==> src/sv/rbv_pkg.sv <==
// ----------------------------------------------------------------------------
// rbv_pkg
// Shared sizes for the rank-by-value block.
// ----------------------------------------------------------------------------
`default_nettype none

package rbv_pkg;

	localparam int CAPACITY = 64;
	localparam int VAL_W    = 32;
	localparam int RANK_W   = 7;
	localparam int IDX_W    = (CAPACITY > 1) ? $clog2(CAPACITY) : 1;
	localparam int CNT_W    = $clog2(CAPACITY + 1);

endpackage

`default_nettype wire

==> src/sv/rbv_if.sv <==
// ----------------------------------------------------------------------------
// rbv_in_if / rbv_out_if
// Valid/ready channels for input values and output ranks.
// ----------------------------------------------------------------------------
`default_nettype none

interface rbv_in_if
	import rbv_pkg::*;
	();
	logic                    valid;
	logic                    ready;
	logic signed [VAL_W-1:0] value;
	logic                    last_item;

	modport source (output valid, output value, output last_item, input ready);
	modport sink   (input valid, input value, input last_item, output ready);
endinterface

interface rbv_out_if
	import rbv_pkg::*;
	();
	logic              valid;
	logic              ready;
	logic [RANK_W-1:0] rank;
	logic              final_rank;
	logic              overflow;

	modport source (output valid, output rank, output final_rank, output overflow,
		input ready);
	modport sink   (input valid, input rank, input final_rank, input overflow,
		output ready);
endinterface

`default_nettype wire

==> src/sv/rbv_ram.sv <==
// ----------------------------------------------------------------------------
// rbv_ram
// Generic single-port-write, single-port-read RAM with registered read data.
// ----------------------------------------------------------------------------
`default_nettype none

module rbv_ram #(
	parameter int WIDTH = 32,
	parameter int DEPTH = 64
) (
	input  wire logic                                      clk,
	input  wire logic                                      wr_en,
	input  wire logic [((DEPTH > 1) ? $clog2(DEPTH) : 1)-1:0] wr_addr,
	input  wire logic [WIDTH-1:0]                          wr_data,
	input  wire logic [((DEPTH > 1) ? $clog2(DEPTH) : 1)-1:0] rd_addr,
	output      logic [WIDTH-1:0]                          rd_data
);

	logic [WIDTH-1:0] mem [DEPTH];

	always_ff @(posedge clk) begin
		if (wr_en) begin
			mem[wr_addr] <= wr_data;
		end
		rd_data <= mem[rd_addr];
	end

endmodule

`default_nettype wire

==> src/sv/rank_by_value_top.sv <==
// ----------------------------------------------------------------------------
// rank_by_value_top
// Rank transform of a set of signed values by comparison sweeps.
// ----------------------------------------------------------------------------
// Values are taken one per cycle and written to a CAPACITY-entry RAM; values
// beyond CAPACITY are dropped and flagged as overflow. The transaction with
// last_item set closes the set, and the block then emits one rank per stored
// value in input order (1 = smallest, ties ranked higher for the earlier
// value). Each rank comes from a sweep of one comparator over all n stored
// values through the single RAM read port: the value's own key is read first,
// then each stored value is compared with it, and the rank is then held until
// the output is taken. No input is accepted while ranks are being produced.
// ----------------------------------------------------------------------------
`default_nettype none

module rank_by_value_top
	import rbv_pkg::*;
(
	input  wire logic    clk,
	input  wire logic    arst_n,
	rbv_in_if.sink       in_ch,
	rbv_out_if.source    out_ch
);

	typedef enum logic [2:0] {
		S_LOAD,
		S_RDI,
		S_KEY,
		S_CMP,
		S_OUT
	} state_t;

	state_t                  state_q;
	logic [CNT_W-1:0]        cnt_q;
	logic                    ovf_q;
	logic [IDX_W-1:0]        nm1_q;
	logic [IDX_W-1:0]        i_q;
	logic [IDX_W-1:0]        jd_q;
	logic [RANK_W-1:0]       rank_q;
	logic signed [VAL_W-1:0] ki_q;

	logic                    in_acc;
	logic                    full;
	logic                    wr_en;
	logic [IDX_W-1:0]        rd_addr;
	logic [VAL_W-1:0]        rd_data;
	logic signed [VAL_W-1:0] kj;
	logic                    cnt_inc;
	logic [CNT_W-1:0]        cnt_new;
	logic                    is_final;

	assign in_acc  = in_ch.valid && in_ch.ready;
	assign full    = (cnt_q >= CNT_W'(CAPACITY));
	assign wr_en   = in_acc && !full;
	assign cnt_new = full ? cnt_q : cnt_q + CNT_W'(1);
	assign kj      = $signed(rd_data);
	assign cnt_inc = (kj < ki_q) || ((kj == ki_q) && (jd_q > i_q));
	assign is_final = (i_q == nm1_q);

	assign in_ch.ready      = (state_q == S_LOAD);
	assign out_ch.valid     = (state_q == S_OUT);
	assign out_ch.rank      = rank_q;
	assign out_ch.final_rank = is_final;
	assign out_ch.overflow  = ovf_q;

	always_comb begin
		unique case (state_q)
			S_RDI:   rd_addr = i_q;
			S_KEY:   rd_addr = '0;
			S_CMP:   rd_addr = jd_q + IDX_W'(1);
			default: rd_addr = i_q;
		endcase
	end

	rbv_ram #(
		.WIDTH (VAL_W),
		.DEPTH (CAPACITY)
	) u_store (
		.clk     (clk),
		.wr_en   (wr_en),
		.wr_addr (cnt_q[IDX_W-1:0]),
		.wr_data (in_ch.value),
		.rd_addr (rd_addr),
		.rd_data (rd_data)
	);

	always_ff @(posedge clk or negedge arst_n) begin
		if (!arst_n) begin
			state_q <= S_LOAD;
			cnt_q   <= '0;
			ovf_q   <= 1'b0;
			nm1_q   <= '0;
			i_q     <= '0;
			jd_q    <= '0;
			rank_q  <= '0;
			ki_q    <= '0;
		end else begin
			unique case (state_q)
				S_LOAD: begin
					if (in_acc) begin
						cnt_q <= cnt_new;
						if (full) begin
							ovf_q <= 1'b1;
						end
						if (in_ch.last_item) begin
							nm1_q   <= IDX_W'(cnt_new - CNT_W'(1));
							i_q     <= '0;
							state_q <= S_RDI;
						end
					end
				end
				S_RDI: begin
					state_q <= S_KEY;
				end
				S_KEY: begin
					ki_q    <= $signed(rd_data);
					jd_q    <= '0;
					rank_q  <= RANK_W'(1);
					state_q <= S_CMP;
				end
				S_CMP: begin
					rank_q <= rank_q + RANK_W'(cnt_inc);
					jd_q   <= jd_q + IDX_W'(1);
					if (jd_q == nm1_q) begin
						state_q <= S_OUT;
					end
				end
				S_OUT: begin
					if (out_ch.ready) begin
						if (is_final) begin
							cnt_q   <= '0;
							ovf_q   <= 1'b0;
							state_q <= S_LOAD;
						end else begin
							i_q     <= i_q + IDX_W'(1);
							state_q <= S_RDI;
						end
					end
				end
				default: begin
					state_q <= S_LOAD;
				end
			endcase
		end
	end

endmodule

`default_nettype wire
==> src/flat_wrapper.sv <==
// flat-port wrapper written by rule: the top's interface ports become plain ports
module rank_by_value_top_flat import rbv_pkg::*;
  (clk, arst_n, in_ch_valid, in_ch_value, in_ch_last_item, in_ch_ready, out_ch_valid, out_ch_rank, out_ch_final_rank, out_ch_overflow, out_ch_ready);
  rbv_in_if in_ch_i ();
  rbv_out_if out_ch_i ();
  input  wire logic clk;
  input  wire logic arst_n;
  input wire logic [$bits(in_ch_i.valid)-1:0] in_ch_valid;
  input wire logic [$bits(in_ch_i.value)-1:0] in_ch_value;
  input wire logic [$bits(in_ch_i.last_item)-1:0] in_ch_last_item;
  output wire logic [$bits(in_ch_i.ready)-1:0] in_ch_ready;
  output wire logic [$bits(out_ch_i.valid)-1:0] out_ch_valid;
  output wire logic [$bits(out_ch_i.rank)-1:0] out_ch_rank;
  output wire logic [$bits(out_ch_i.final_rank)-1:0] out_ch_final_rank;
  output wire logic [$bits(out_ch_i.overflow)-1:0] out_ch_overflow;
  input wire logic [$bits(out_ch_i.ready)-1:0] out_ch_ready;
  assign in_ch_i.valid = in_ch_valid;
  assign in_ch_i.value = in_ch_value;
  assign in_ch_i.last_item = in_ch_last_item;
  assign in_ch_ready = in_ch_i.ready;
  assign out_ch_valid = out_ch_i.valid;
  assign out_ch_rank = out_ch_i.rank;
  assign out_ch_final_rank = out_ch_i.final_rank;
  assign out_ch_overflow = out_ch_i.overflow;
  assign out_ch_i.ready = out_ch_ready;
  rank_by_value_top u_core (.clk(clk), .arst_n(arst_n), .in_ch(in_ch_i), .out_ch(out_ch_i));
endmodule
==> config.mk <==
export PLATFORM = sky130hd
export DESIGN_NAME = rank_by_value_top_flat
export DESIGN_NICKNAME = d
export VERILOG_FILES = /design/src/sv/rbv_pkg.sv /design/src/sv/rbv_if.sv /design/src/sv/rbv_ram.sv /design/src/sv/rank_by_value_top.sv /design/src/flat_wrapper.sv
export SDC_FILE = /design/constraint.sdc
export NUM_CORES = 2
export LEC_CHECK = 0
export ABC_AREA = 1
export BUFFER_PORTS_ARGS = -buffer_cell sky130_fd_sc_hd__clkbuf_2
export CORE_AREA = 2 2 565 567
export CTS_BUF_LIST = sky130_fd_sc_hd__clkbuf_8
export DETAILED_ROUTE_END_ITERATION = 12
export DIE_AREA = 0 0 567 569
export GPL_ROUTABILITY_DRIVEN = 0
export PLACE_DENSITY = 0.47
export SLEW_MARGIN = 20
export SYNTH_ARGS = -nofsm -noshare
export SYNTH_HDL_FRONTEND = slang
export SYNTH_SLANG_ARGS = --single-unit
==> constraint.sdc <==
create_clock -name clk -period 5.8 [get_ports clk]
set_input_delay 1.16 -clock clk [delete_from_list [all_inputs] [get_ports clk]]
set_output_delay 1.16 -clock clk [all_outputs]
set_load 0.02 [all_outputs]
* Word level (Yosys, flattened, before mapping)
Memory sizes are Yosys's and may differ from the RTL's. A register that Yosys moved wholly into a read port is not among the register bits. Cells that the tools add are included.
Operators by class: reductions and logical operators 13, multiplexer cells 26, magnitude comparators 3, equality and inequality tests 14, $add $sub $neg 5
Operators by type and width (count):
- $pmux 6 s2 | 3
- $eq 32x32->1 | 1
- $lt 32x32->1 | 1
- $mux 7 | 4
- $pmux 7 s2 | 2
- $mux 6 | 4
- $pmux 3 s5 | 1
- $add 6x1->6 const B | 2
- $eq 6x6->1 | 2
- $mux 3 | 4
- $reduce_and 5->1 | 2
- $ne 2x2->1 const B | 4
- $reduce_and 4->1 | 2
- $add 7x1->7 | 1
- $add 7x1->7 const B | 1
- $ge 7x7->1 const B | 1
- $mux 1 | 7
- $eq 3x2->1 const B | 2
- $gt 6x6->1 | 1
- $ne 2x1->1 const B | 3
- $sub 6x1->6 const B | 1
- $reduce_bool 2->1 | 2
- $eq 3x1->1 const B | 1
- $eq 3x3->1 const B | 1
- 6 further kinds | 8
Word-level totals: flip-flop bits (word level) 68, logic and storage cells 70, RAM bits 2048, memories 1
Memories:
- u_core.u_store.mem | words 64, bits a word 32, read ports 1, clocked after Yosys merged registers in 1, wr ports 1, line rbv_ram.sv:19 | logic [WIDTH-1:0] mem [DEPTH];

* Logic depth before layout (Yosys ltp)
depth in word-level cells 5, gate-level depth with buffers 23

* By module
Synthesis repeated with hierarchy kept, for this count alone.
Second synthesis, totals: cells, all modules 7316, area, all modules 87007.2 sq um
By module, submodules not included:
- rbv_ram | cells each 6769, seq. area each 62139.6 sq um, instances 1, area an instance 82738.1 sq um
- rank_by_value_top | cells each 547, seq. area each 1701.6 sq um, instances 1, area an instance 4269.1 sq um

* Worst setup path after synthesis
OpenSTA, ideal clock, no wires.
path kind input to register, start input port in_ch_valid, end memory u_core.u_store.mem[12][0] (enable), cell stages on the path 6, slack 2103 ps, setup time 421 ps, arrival 3276 ps, cell sequence inv_1 nor2_1 inv_1 nor3_1 nand3_1 nor2_1
Between the ends: cells in the longest elaborated chain, start to end 4
RTL lines:
- start, declared | line flat_wrapper.sv:8 | input wire logic [$bits(in_ch_i.valid)-1:0] in_ch_valid;
- $logic_and 1x1->1 | line rank_by_value_top.sv:52 | assign in_acc = in_ch.valid && in_ch.ready;
- $logic_and 1x1->1 | line rank_by_value_top.sv:54 | assign wr_en = in_acc && !full;
- $mux 1 | line rbv_ram.sv:22 | if (wr_en) begin
- $mux 1 (not written as such) | line rbv_ram.sv:23 | mem[wr_addr] <= wr_data;
- end, declared | line rbv_ram.sv:19
Every way passes these cells.

* Worst setup path after layout
start register u_core.state_q[1], end register u_core.u_store.rd_data[18] (read register of u_core.u_store.mem)
Between the ends: cells in the longest elaborated chain, start to end 2, elaborated cells on any way between the ends 3, classes of those cells eq/ne (2); mux (1)
RTL lines:
- start, declared | line rank_by_value_top.sv:33 | state_t state_q;
- start signal, assigned | line rank_by_value_top.sv:89 | state_q <= S_LOAD;
- start signal, assigned | line rank_by_value_top.sv:108 | state_q <= S_RDI;
- start signal, assigned | line rank_by_value_top.sv:113 | state_q <= S_KEY;
- $eq 3x2->1 | line rank_by_value_top.sv:67 | unique case (state_q)
- $pmux 6 s2 * | line rank_by_value_top.sv:67
- end, declared | line rbv_ram.sv:16 | output logic [WIDTH-1:0] rd_data
Every way passes the cells marked *; elsewhere a longest branch is shown, timed or not. A chain may end at the register's enable or synchronous reset.

==> flow_summary.json <==
{
  "wl_um": 319000,
  "antenna_found_initial": 20,
  "hold_viol": 0,
  "final_cell_mix": "nand3_1 (2,175), edfxtp_1 (2,048), inv_1 (1,820)",
  "dr.pass1.iters": 6,
  "synth_top_family_by_area": "simple AND/OR/NAND/NOR gates",
  "min_path_cells": 2,
  "synthToLayoutAreaGrowth_pct": 13.2,
  "routedWlPerCell_um": 23.5,
  "grt_pass1_wl_um": 458000,
  "drtAntennaViolNets": 0,
  "syn_area_um2": 94500,
  "skew_ns": 0.0744,
  "hold_path_end": "u_core.ki_q[2]$_DFFE_PN0P_",
  "slew_viol_final": 0,
  "core_area_um2": 317000,
  "cts_setup_buffers": 0,
  "hp-class": "flop to flop",
  "worstPathRequired_ns": 6.66,
  "ys_types": 40,
  "worstPathArrival_ns": 5.15,
  "synthAdderAreaFrac_pct": 0.609,
  "worstPathMaxFanout": 71,
  "outcome": "finished clean",
  "final-setup-viol-count": 0,
  "min_period_ns": 4.29,
  "synthTopCellsByArea": "edfxtp_1 (65%), nand3_1 (12%), nand2_1 (7.1%)",
  "placedCellCount": 12896,
  "r2r-end": "u_core.u_store.rd_data[18]$_DFF_P_",
  "syn_nets": 9029,
  "vias_per_cell": 4.84,
  "fin_tns_setup_ns": 0,
  "slew_headroom_pct": 30.0,
  "endpoint_kind": "flop",
  "fillCellCount": 31909,
  "worstSetupPathType": "flop to flop",
  "die_h_um": 569,
  "dp_hpwl_um": 181000,
  "yosysTopAreaCell": "edfxtp_1",
  "reg2reg_depth": 15,
  "fmax_mhz": 233,
  "numCtsBuffers": 373,
  "grt_pass1_vias": 63490,
  "row_count": 207,
  "finalCritPeriodShare_pct": 73.9,
  "synth-seq-cells": 2148,
  "die_w_um": 567,
  "dieArea_um2": 323000,
  "initial_core_util_pct": 29.8,
  "insertion_delay_ns": 1.02,
  "powerDensity_nw_per_um2": 535,
  "clock-root-buffer": "clkbuf_8",
  "yosysWarnings": 0,
  "design_area_um2": 107000,
  "cap_violations": 0,
  "synth_xor_area_share_pct": 0.0741,
  "synth_compound_area_share_pct": 0.653,
  "drcViolationCount": 0,
  "clockBufferDepth": 4,
  "hp-start": "u_core.u_store.rd_data[2]$_DFF_P_",
  "overflow": 0,
  "drt_iter0_drc": 6513,
  "worst_pin_slew_ns": 1.05,
  "synthSimpleGateAreaFrac_pct": 21.8,
  "num-nets-final": 9175,
  "placed_area_um2": 100000,
  "final_common_cell": "nand3_1",
  "leakagePower_nw": 43.5,
  "cp-start-kind": "flop",
  "cts_resized": 0,
  "htree_levels": 5,
  "muxShareOfSynthArea_pct": 0,
  "clk_pin_slew_ns": 0.06,
  "cts_hold_buf": 1,
  "r2r_start": "u_core.state_q[1]$_DFFE_PN0P_",
  "ios": 48,
  "numPortBuffers": 47,
  "layout-drive-gt1-share_pct": 8.60,
  "rsz0062_at_grt": "no",
  "ys_seq_area_share_pct": 67.5,
  "r2r_setup_slack_ns": 1.51,
  "via_count": 65648,
  "vdd_drop_max_mv": 0.731,
  "cts.sinks": 2148,
  "synth_top_area_share_pct": 65.1,
  "grt_max_degree": 145,
  "stdcell_count": 13557,
  "syn_area_per_cell_um2": 10.6,
  "fin_util_pct": 33.8,
  "cts_tree": "done",
  "netlist_instances": 8946,
  "grt.total_usage_pct": 19.3
}
## per-layer routing
metal | GRT usage (%) | wire, µm | share of wire [%] | up-vias
met5 | 0 | 67 | 0.021 | -
met4 | 6.42 | 9980 | 3.1 | 10
met3 | 2.90 | 21000 | 6.6 | 506
met2 | 30.9 | 146000 | 46 | 2355
met1 | 26.8 | 142000 | 45 | 32719
li1 | - | - | - | 30058
## state kept, by name (all words and copies together) (netlist names)
name and cells:
u_core.jd_q 6, u_core.ki_q 32, u_core.state_q 3, u_core.cnt_q 7, u_core.out_ch.overflow 1, u_core.nm1_q 6, u_core.u_store.mem 2048, u_core.u_store.rd_data 32
u_core.out_ch.rank 7, u_core.i_q 6
## worst max-delay path, stage by stage, from the launching register on
cell	delay, ns
dfrtp_1	0.42
nand2_1	0.13
nor2_4	0.26
nand2_4	0.42
nand2_2	0.33
nand2_8	0.46
buf_12	0.41
buf_4	0.26
nand2_1	0.07
nand2_1	0.05
nand2_1	0.06
nand3_1	0.08
nand3_1	0.17
nand3_1	0.54
nand3_1	0.24
nand2_1	0.07
## cell families after synthesis
family,after synthesis
compound gates,114
xor+xnor,8
fa+ha+maj,46
buf+inv,2214
flops,2148
simple gates,4416
## stage by stage
| step | worst slack (ns) | hold slack (ns) | power [mW] |
|---|---|---|---|
| finish | 1.51 | 0.471 | 57.3 |
| global route | 1.39 | 0.433 | 60.4 |
| CTS | 1.47 | 0.394 | 57.7 |
| detailed placement | 1.54 | 0.468 | 45.0 |
| global placement | 1.51 | 0.462 | 44.8 |
| floorplan | 2.10 | 0.443 | 34.1 |
## synth_stat cells
cell / n
o22ai_1: 2
buf_1: 51
a22o_1: 1
a31oi_1: 1
o21ai_2: 1
inv_2: 6
nor3_1: 7
a2111oi_0: 2
nor2_1: 111
clkinv_1: 1
nor2_2: 1
clkbuf_1: 158
o21a_1: 1
nand2_2: 4
dfrtp_1: 68
edfxtp_1: 2048
or2_2: 3
buf_2: 246
nand2_1: 1776
o31ai_1: 2
o21ai_0: 66
inv_1: 1696
o21bai_1: 1
o211ai_1: 4
o221ai_1: 1
buf_4: 52
nand3b_1: 320
nor2_4: 1
nand3_1: 2176
nand3_2: 2
dfxtp_1: 32
xor2_1: 8
o22a_1: 1
a21oi_1: 25
o21ai_1: 6
nor4_1: 5
nand4_1: 10
ha_1: 46
buf_6: 3
clkbuf_4: 1
## worst max path at each step
| stage | start | endpoint | slack [ns] | cells after the start |
|---|---|---|---|---|
| floorplan | in_ch_valid | u_core.u_store.mem[12][0]$_DFFE_PP_ | 2.10 | 6 |
| global placement | u_core.state_q[1]$_DFFE_PN0P_ | u_core.u_store.rd_data[18]$_DFF_P_ | 1.51 | 15 |
| detailed placement | u_core.state_q[1]$_DFFE_PN0P_ | u_core.u_store.rd_data[18]$_DFF_P_ | 1.54 | 15 |
| CTS | u_core.state_q[1]$_DFFE_PN0P_ | u_core.u_store.rd_data[18]$_DFF_P_ | 1.47 | 15 |
| global route | u_core.state_q[1]$_DFFE_PN0P_ | u_core.u_store.rd_data[18]$_DFF_P_ | 1.39 | 15 |
| finish | u_core.state_q[1]$_DFFE_PN0P_ | u_core.u_store.rd_data[18]$_DFF_P_ | 1.51 | 15 |
## where the power goes
| group | internal (mW) | total (mW) | switching (mW) |
|---|---|---|---|
| Combinational | 7.09 | 26.9 | 19.8 |
| Sequential | 17.3 | 17.7 | 0.335 |
| Clock | 6.31 | 12.6 | 6.33 |
| Total | 30.7 | 57.3 | 26.5 |
## area by class of cell
| class | count | area, µm² | area share [%] |
|---|---|---|---|
| diodes | 15 | 37.5 | 0.0351 |
| clock inverters | 255 | 1150 | 1.08 |
| inverters | 1703 | 6410 | 5.99 |
| flip-flops and latches | 2148 | 63800 | 59.7 |
| repair buffers | 282 | 2540 | 2.37 |
| well taps | 4180 | 5230 | 4.89 |
| multi-input cells | 4584 | 22400 | 21.0 |
| clock buffers | 390 | 5370 | 5.02 |
No activity file was read; power rests on OpenSTA's default activity.
